`src/speq_pkg.sv`:
```
// Types and constants of the stable priority event queue.
// Depends on nothing; imported by every module of the block.
package speq_pkg;

  localparam int KIND_W      = 3;
  localparam int PAYLOAD_W   = 32;
  localparam int TIME_W      = 32;
  localparam int RANK_W      = 8;
  localparam int FILL_W      = 5;
  localparam int IN_TDATA_W  = 80;
  localparam int OUT_TDATA_W = 80;

  localparam logic MODE_POST = 1'b0;
  localparam logic MODE_GET  = 1'b1;

  typedef struct packed {
    logic [RANK_W-1:0]    rank;
    logic [KIND_W-1:0]    kind;
    logic [PAYLOAD_W-1:0] payload;
    logic [TIME_W-1:0]    stamp;
  } entry_t;

  typedef struct packed {
    logic   valid;
    entry_t entry;
  } nbr_t;

  typedef struct packed {
    logic   post;
    logic   pop;
    entry_t new_entry;
  } cell_op_t;

endpackage

```
`src/speq_cell.sv`:
```
// One slot of the sorted event chain: holds an entry and moves data with its neighbors.
// Depends on speq_pkg.
module speq_cell
  import speq_pkg::*;
(
  input  logic     clk,
  input  cell_op_t op,
  input  logic     own_valid,
  input  nbr_t     prev,
  input  entry_t   below,
  output entry_t   entry
);

  entry_t entry_r;
  entry_t entry_nxt;
  logic   ins_here;
  logic   shift_here;

  // The chain is sorted by rank, highest first and oldest first among equals,
  // so a new event lands just behind the last entry whose rank is not lower.
  always_comb begin
    ins_here   = op.post && prev.valid && (prev.entry.rank >= op.new_entry.rank) &&
                 (!own_valid || (entry_r.rank < op.new_entry.rank));
    shift_here = op.post && prev.valid && (prev.entry.rank < op.new_entry.rank);
    entry_nxt  = entry_r;
    if (op.pop) begin
      entry_nxt = below;
    end else if (ins_here) begin
      entry_nxt = op.new_entry;
    end else if (shift_here) begin
      entry_nxt = prev.entry;
    end
  end

  always_ff @(posedge clk) begin
    entry_r <= entry_nxt;
  end

  assign entry = entry_r;

endmodule

```
`src/stable_priority_event_queue_unit.sv`:
```
// Result: an accepted request's result is registered and shown in the next cycle.
// Throughput: one request per cycle while results are taken; every slot compares
// its rank with the broadcast request and shifts in the same cycle.
// Reset (rst_n low, synchronous) empties the queue and the output register at once;
// there is no clearing pass. Slot contents stay undefined until written.
module stable_priority_event_queue_unit
  import speq_pkg::*;
#(
  parameter int QUEUE_DEPTH = 16
)(
  input  logic                   clk,
  input  logic                   rst_n,
  input  logic                   in_tvalid,
  output logic                   in_tready,
  // in_tdata from bit 0: event_kind[2:0], payload[31:0], rank[7:0], time_now[31:0], zeros.
  input  logic [IN_TDATA_W-1:0]  in_tdata,
  // in_tuser: mode (0 post, 1 get).
  input  logic                   in_tuser,
  output logic                   out_tvalid,
  input  logic                   out_tready,
  // out_tdata from bit 0: out_kind[2:0], out_payload[31:0], out_time[31:0],
  // out_rank[7:0], fill_level[4:0].
  output logic [OUT_TDATA_W-1:0] out_tdata,
  // out_tuser: ok.
  output logic                   out_tuser
);

  localparam int CNT_W = $clog2(QUEUE_DEPTH + 1);

  logic [CNT_W-1:0]  count_r;
  logic [CNT_W-1:0]  count_nxt;
  logic              out_valid_r;
  logic              ok_r;
  entry_t            res_r;
  logic [FILL_W-1:0] fill_r;

  logic              accept;
  logic              full;
  logic              empty;
  cell_op_t          op;
  entry_t            cell_q [QUEUE_DEPTH];
  logic [QUEUE_DEPTH-1:0] occ;
  entry_t            head_guard;

  assign accept = in_tvalid && in_tready;
  assign full   = (count_r == CNT_W'(QUEUE_DEPTH));
  assign empty  = (count_r == '0);

  always_comb begin
    op.new_entry.kind    = in_tdata[2:0];
    op.new_entry.payload = in_tdata[34:3];
    op.new_entry.rank    = in_tdata[42:35];
    op.new_entry.stamp   = in_tdata[74:43];
    op.post              = accept && (in_tuser == MODE_POST) && !full;
    op.pop               = accept && (in_tuser == MODE_GET) && !empty;
    head_guard           = '0;
    head_guard.rank      = '1;
  end

  always_comb begin
    count_nxt = count_r;
    if (op.post) begin
      count_nxt = count_r + CNT_W'(1);
    end else if (op.pop) begin
      count_nxt = count_r - CNT_W'(1);
    end
  end

  for (genvar i = 0; i < QUEUE_DEPTH; i++) begin : g_cell
    nbr_t   prev_n;
    entry_t below_n;

    assign occ[i] = (CNT_W'(i) < count_r);

    if (i == 0) begin : g_first
      assign prev_n = '{valid: 1'b1, entry: head_guard};
    end else begin : g_inner
      assign prev_n = '{valid: occ[i-1], entry: cell_q[i-1]};
    end

    if (i == QUEUE_DEPTH - 1) begin : g_last
      assign below_n = cell_q[i];
    end else begin : g_mid
      assign below_n = cell_q[i+1];
    end

    speq_cell u_cell (
      .clk       (clk),
      .op        (op),
      .own_valid (occ[i]),
      .prev      (prev_n),
      .below     (below_n),
      .entry     (cell_q[i])
    );
  end

  always_ff @(posedge clk) begin
    if (!rst_n) begin
      count_r     <= '0;
      out_valid_r <= 1'b0;
    end else begin
      count_r <= count_nxt;
      if (accept) begin
        out_valid_r <= 1'b1;
      end else if (out_tready) begin
        out_valid_r <= 1'b0;
      end
    end
  end

  always_ff @(posedge clk) begin
    if (accept) begin
      ok_r   <= op.post || op.pop;
      res_r  <= op.pop ? cell_q[0] : '0;
      fill_r <= FILL_W'(count_nxt);
    end
  end

  assign in_tready  = !out_valid_r || out_tready;
  assign out_tvalid = out_valid_r;
  assign out_tuser  = ok_r;
  assign out_tdata  = {fill_r, res_r.rank, res_r.stamp, res_r.payload, res_r.kind};

endmodule

```
`config.mk`:
```
export PLATFORM = sky130hd
export DESIGN_NAME = stable_priority_event_queue_unit
export DESIGN_NICKNAME = d
export VERILOG_FILES = /design/src/speq_pkg.sv /design/src/speq_cell.sv /design/src/stable_priority_event_queue_unit.sv
export SDC_FILE = /design/constraint.sdc
export NUM_CORES = 2
export LEC_CHECK = 0
export ABC_AREA = 1
export BUFFER_PORTS_ARGS = -buffer_cell sky130_fd_sc_hd__buf_2
export CORE_MARGIN = 5
export CORE_UTILIZATION = 30
export DETAILED_ROUTE_END_ITERATION = 8
export PLACE_DENSITY_LB_ADDON = 0.15
export SLEW_MARGIN = 20
export SYNTH_ARGS = -nofsm -noshare
export SYNTH_HDL_FRONTEND = slang
export SYNTH_SLANG_ARGS = --single-unit
```
`constraint.sdc`:
```
create_clock -name clk -period 20.6 [get_ports clk]
set_input_delay 4.12 -clock clk [delete_from_list [all_inputs] [get_ports clk]]
set_output_delay 4.12 -clock clk [all_outputs]
set_load 0.05 [all_outputs]
```
==> metrics <==
first-pass GRT wire length=376,000 um; FMAX=115 MHz; post-synth cell types=29; synthesized area=70,500 um2; standard-cell rows=between 150 and 200; RSZ-0062 raised after global routing=no; cells after synthesis=a little over 9,000; root buf cell=clkbuf_16; antenna violations before repair=10; Slew Viols, Final=0; cell mode on critical path=buf_2; GRT Util Overall=20.7%; largest net degree at the start of global routing=slightly below 200; Synth top area share=between 50% and 60%; commonest non-fill, non-tap cell in the layout=nand2_1; Pint=5.30 mW; clock power share=34.4%; Mapped Nets=9,365; critical path required time=between 15 and 20 ns; TritonCTS clock tree=yes; CTS Hold Bufs=0; Critical Path, Cell by Cell=buf_2, inv_1, nand2_1, buf_2; Synth area leaders=edfxtp_1 55%, nand2_1 30%, inv_1 6.0%, ha_1 2.3%, buf_2 2.1%; drt total wl=260,000 um; vias in the first global route=55,400; Yosys Warn Count=0; post-synthesis sequential area ratio=a little over half; CP peak stage delay=0.27 ns; Die Footprint=245,000 um2; Resized Gates After CTS=0; Die X=495 um; worst setup path category=input port to output pin; Finish-stage setup viols=0; Routed Antenna Nets=0; commonest non-fill, non-tap cells in the layout=5,672 x nand2_1, 1,281 x edfxtp_1, 1,127 x inv_1; Worst setup SP type=input port; min cycle time layout=8.70 ns; Total Nets Final=9,290; status=finished, final reports clean; P per Cell Area=between 100 and 150 nW/um2; DRC=0; grt ovf=0; CP endpoint kind=output pin; worst skew pair latency=~0.83 ns; clock-pin slew on the worst setup and hold paths=0.06 ns; number of max-cap violations=0; NetSw=2.66 mW; Static Leak=38.3 nW; clock skew=0.0334 ns; Core Region=235,000 um2; worst path arrival time=4.58 ns; slew of the pin with the lowest slew margin=1.16 ns; DR vias/cell=between 4 and 5; # IOs=168; dominant cell type by area after synthesis=edfxtp_1; CP Buf/Inv Count=3; critical path's top delay family=buffers and inverters; Setup Fix Bufs, Post-CTS=0; Util after Layout=33.7%; Starting Density=30.1%; power share of the sequential group=44.1%; Setup TNS=0 ns; Num CTS Buffers=161; Post-DP HPWL=136,000 um; hold crit path type=flip-flop to flip-flop; VDD IR-drop max=72.3 uV; Hold Fails Final Rpt=0; ratio of final minimum period to clock period=between 40 and 50%; Die Y=495 um; Vias=57,500; area delta synth->final=12.0%; clock tree sinks=~1,300; relative slew slack=22.9%; crit path max fanout=3; RePlAce Congestion=around 0.8; Sw Share=33.4%; clk buf depth=3; layout cells sized above 1=5.43%; CP max stage cell=buf_2; first-pass detailed-route iteration total=5; synthesis-stage register bit count=1,287; initial drt markers=4,784; synthesized area per cell=7.71 um2; H-Tree Depth=4; combinational share of power=21.5%; PortBufs=162; WL per Instance=21.0 um
==> routing by layer <==
layer | up-vias | global-route usage, % | routed length, um
met5 | - | 0 | 0
met3 | 377 | 3.22 | 15600
met2 | 1741 | 34.6 | 121000
met4 | 0 | 5.87 | 7590
met1 | 27600 | 27.7 | 115000
li1 | 27800 | - | -
==> registers in the layout, summed over array words and instances (netlist names) <==
register / flops
out_tvalid: 1
g_cell.u_cell.entry: 1200
fill_r: 5
out_tdata: 75
count_r: 5
out_tuser: 1
==> Yosys cell counts (all sizes together) <==
| cell type | number |
|---|---|
| nand4 | 14 |
| o22ai | 67 |
| a21o | 15 |
| nor3 | 1 |
| edfxtp | 1281 |
| dfxtp | 6 |
| xor2 | 5 |
| o211ai | 9 |
| o31ai | 1 |
| and2 | 1 |
| a211oi | 1 |
| ha | 131 |
| nor2 | 139 |
| clkbuf | 105 |
| o21ai | 8 |
| o311ai | 10 |
| nand3 | 118 |
| inv | 1133 |
| a21oi | 40 |
| buf | 373 |
| nand2 | 5691 |
==> final timing paths <==
check	from	end	slack (ns)	cells after the start
setup / recovery	out_tready	in_tready	11.90	4
hold / removal	g_cell[15].u_cell.entry[1]	g_cell[14].u_cell.entry[1]	0.51	2
setup reg to reg	count_r[4]	g_cell[14].u_cell.entry[28]	15.57	11
hold reg to reg	g_cell[15].u_cell.entry[1]	g_cell[14].u_cell.entry[1]	0.51	2
==> power groups by stage <==
| stage | logic (mW) | registers (mW) | clock network, mW |
|---|---|---|---|
| floorplan | 1.05 | 3.65 | 0 |
| global placement | 1.70 | 3.55 | 0 |
| detailed placement | 1.71 | 3.56 | 0 |
| CTS | 1.72 | 3.51 | 2.81 |
| global route | 1.91 | 3.54 | 2.92 |
| finish | 1.71 | 3.51 | 2.74 |
==> tightest hold or removal path, cell delays in order, from the launching register on <==
cell and delay [ns]:
edfxtp_1 0.32, nand2_1 0.05, nand2_1 0.06
==> cell families (layout without fill, tap and decap cells) <==
| group | after synthesis | after routing | share of synthesized area, % |
|---|---|---|---|
| compound gates | 151 | 151 | 1.34 |
| simple gates | 5964 | 5964 | 32.1 |
| other cells | 0 | 5 | 0 |
| buf+inv | 1611 | 1668 | 9.49 |
| fa+ha+maj | 131 | 131 | 2.32 |
| flops | 1287 | 1287 | 54.7 |
| xor+xnor | 5 | 5 | 0.0621 |
==> metrics by stage <==
step	setup slack (ns)	instances	instance area, um2	hold slack (ns)	power [mW]
2_1_floorplan	4.11	9149	70500	0.494	4.70
3_3_place_gp	11.51	12100	74000	0.500	5.25
3_5_place_dp	11.47	12100	74000	0.504	5.27
4_1_cts	11.91	12400	79000	0.504	8.04
5_1_grt	11.86	12400	79000	0.525	8.36
6_report	11.90	12400	79000	0.510	7.96
==> final cells by class <==
type / instances / area (um2)
timing repair buffer: 240 / 1460
clock inverter: 76 / 607
clock buffer: 219 / 4330
multi-input combinational: 6251 / 25800
antenna: 5 / 12.5
inverter: 1133 / 4270
fill: 24800 / 156000
tap: 3150 / 3940
sequential: 1287 / 38600
Note: power is estimated with default switching activity, not from simulation.
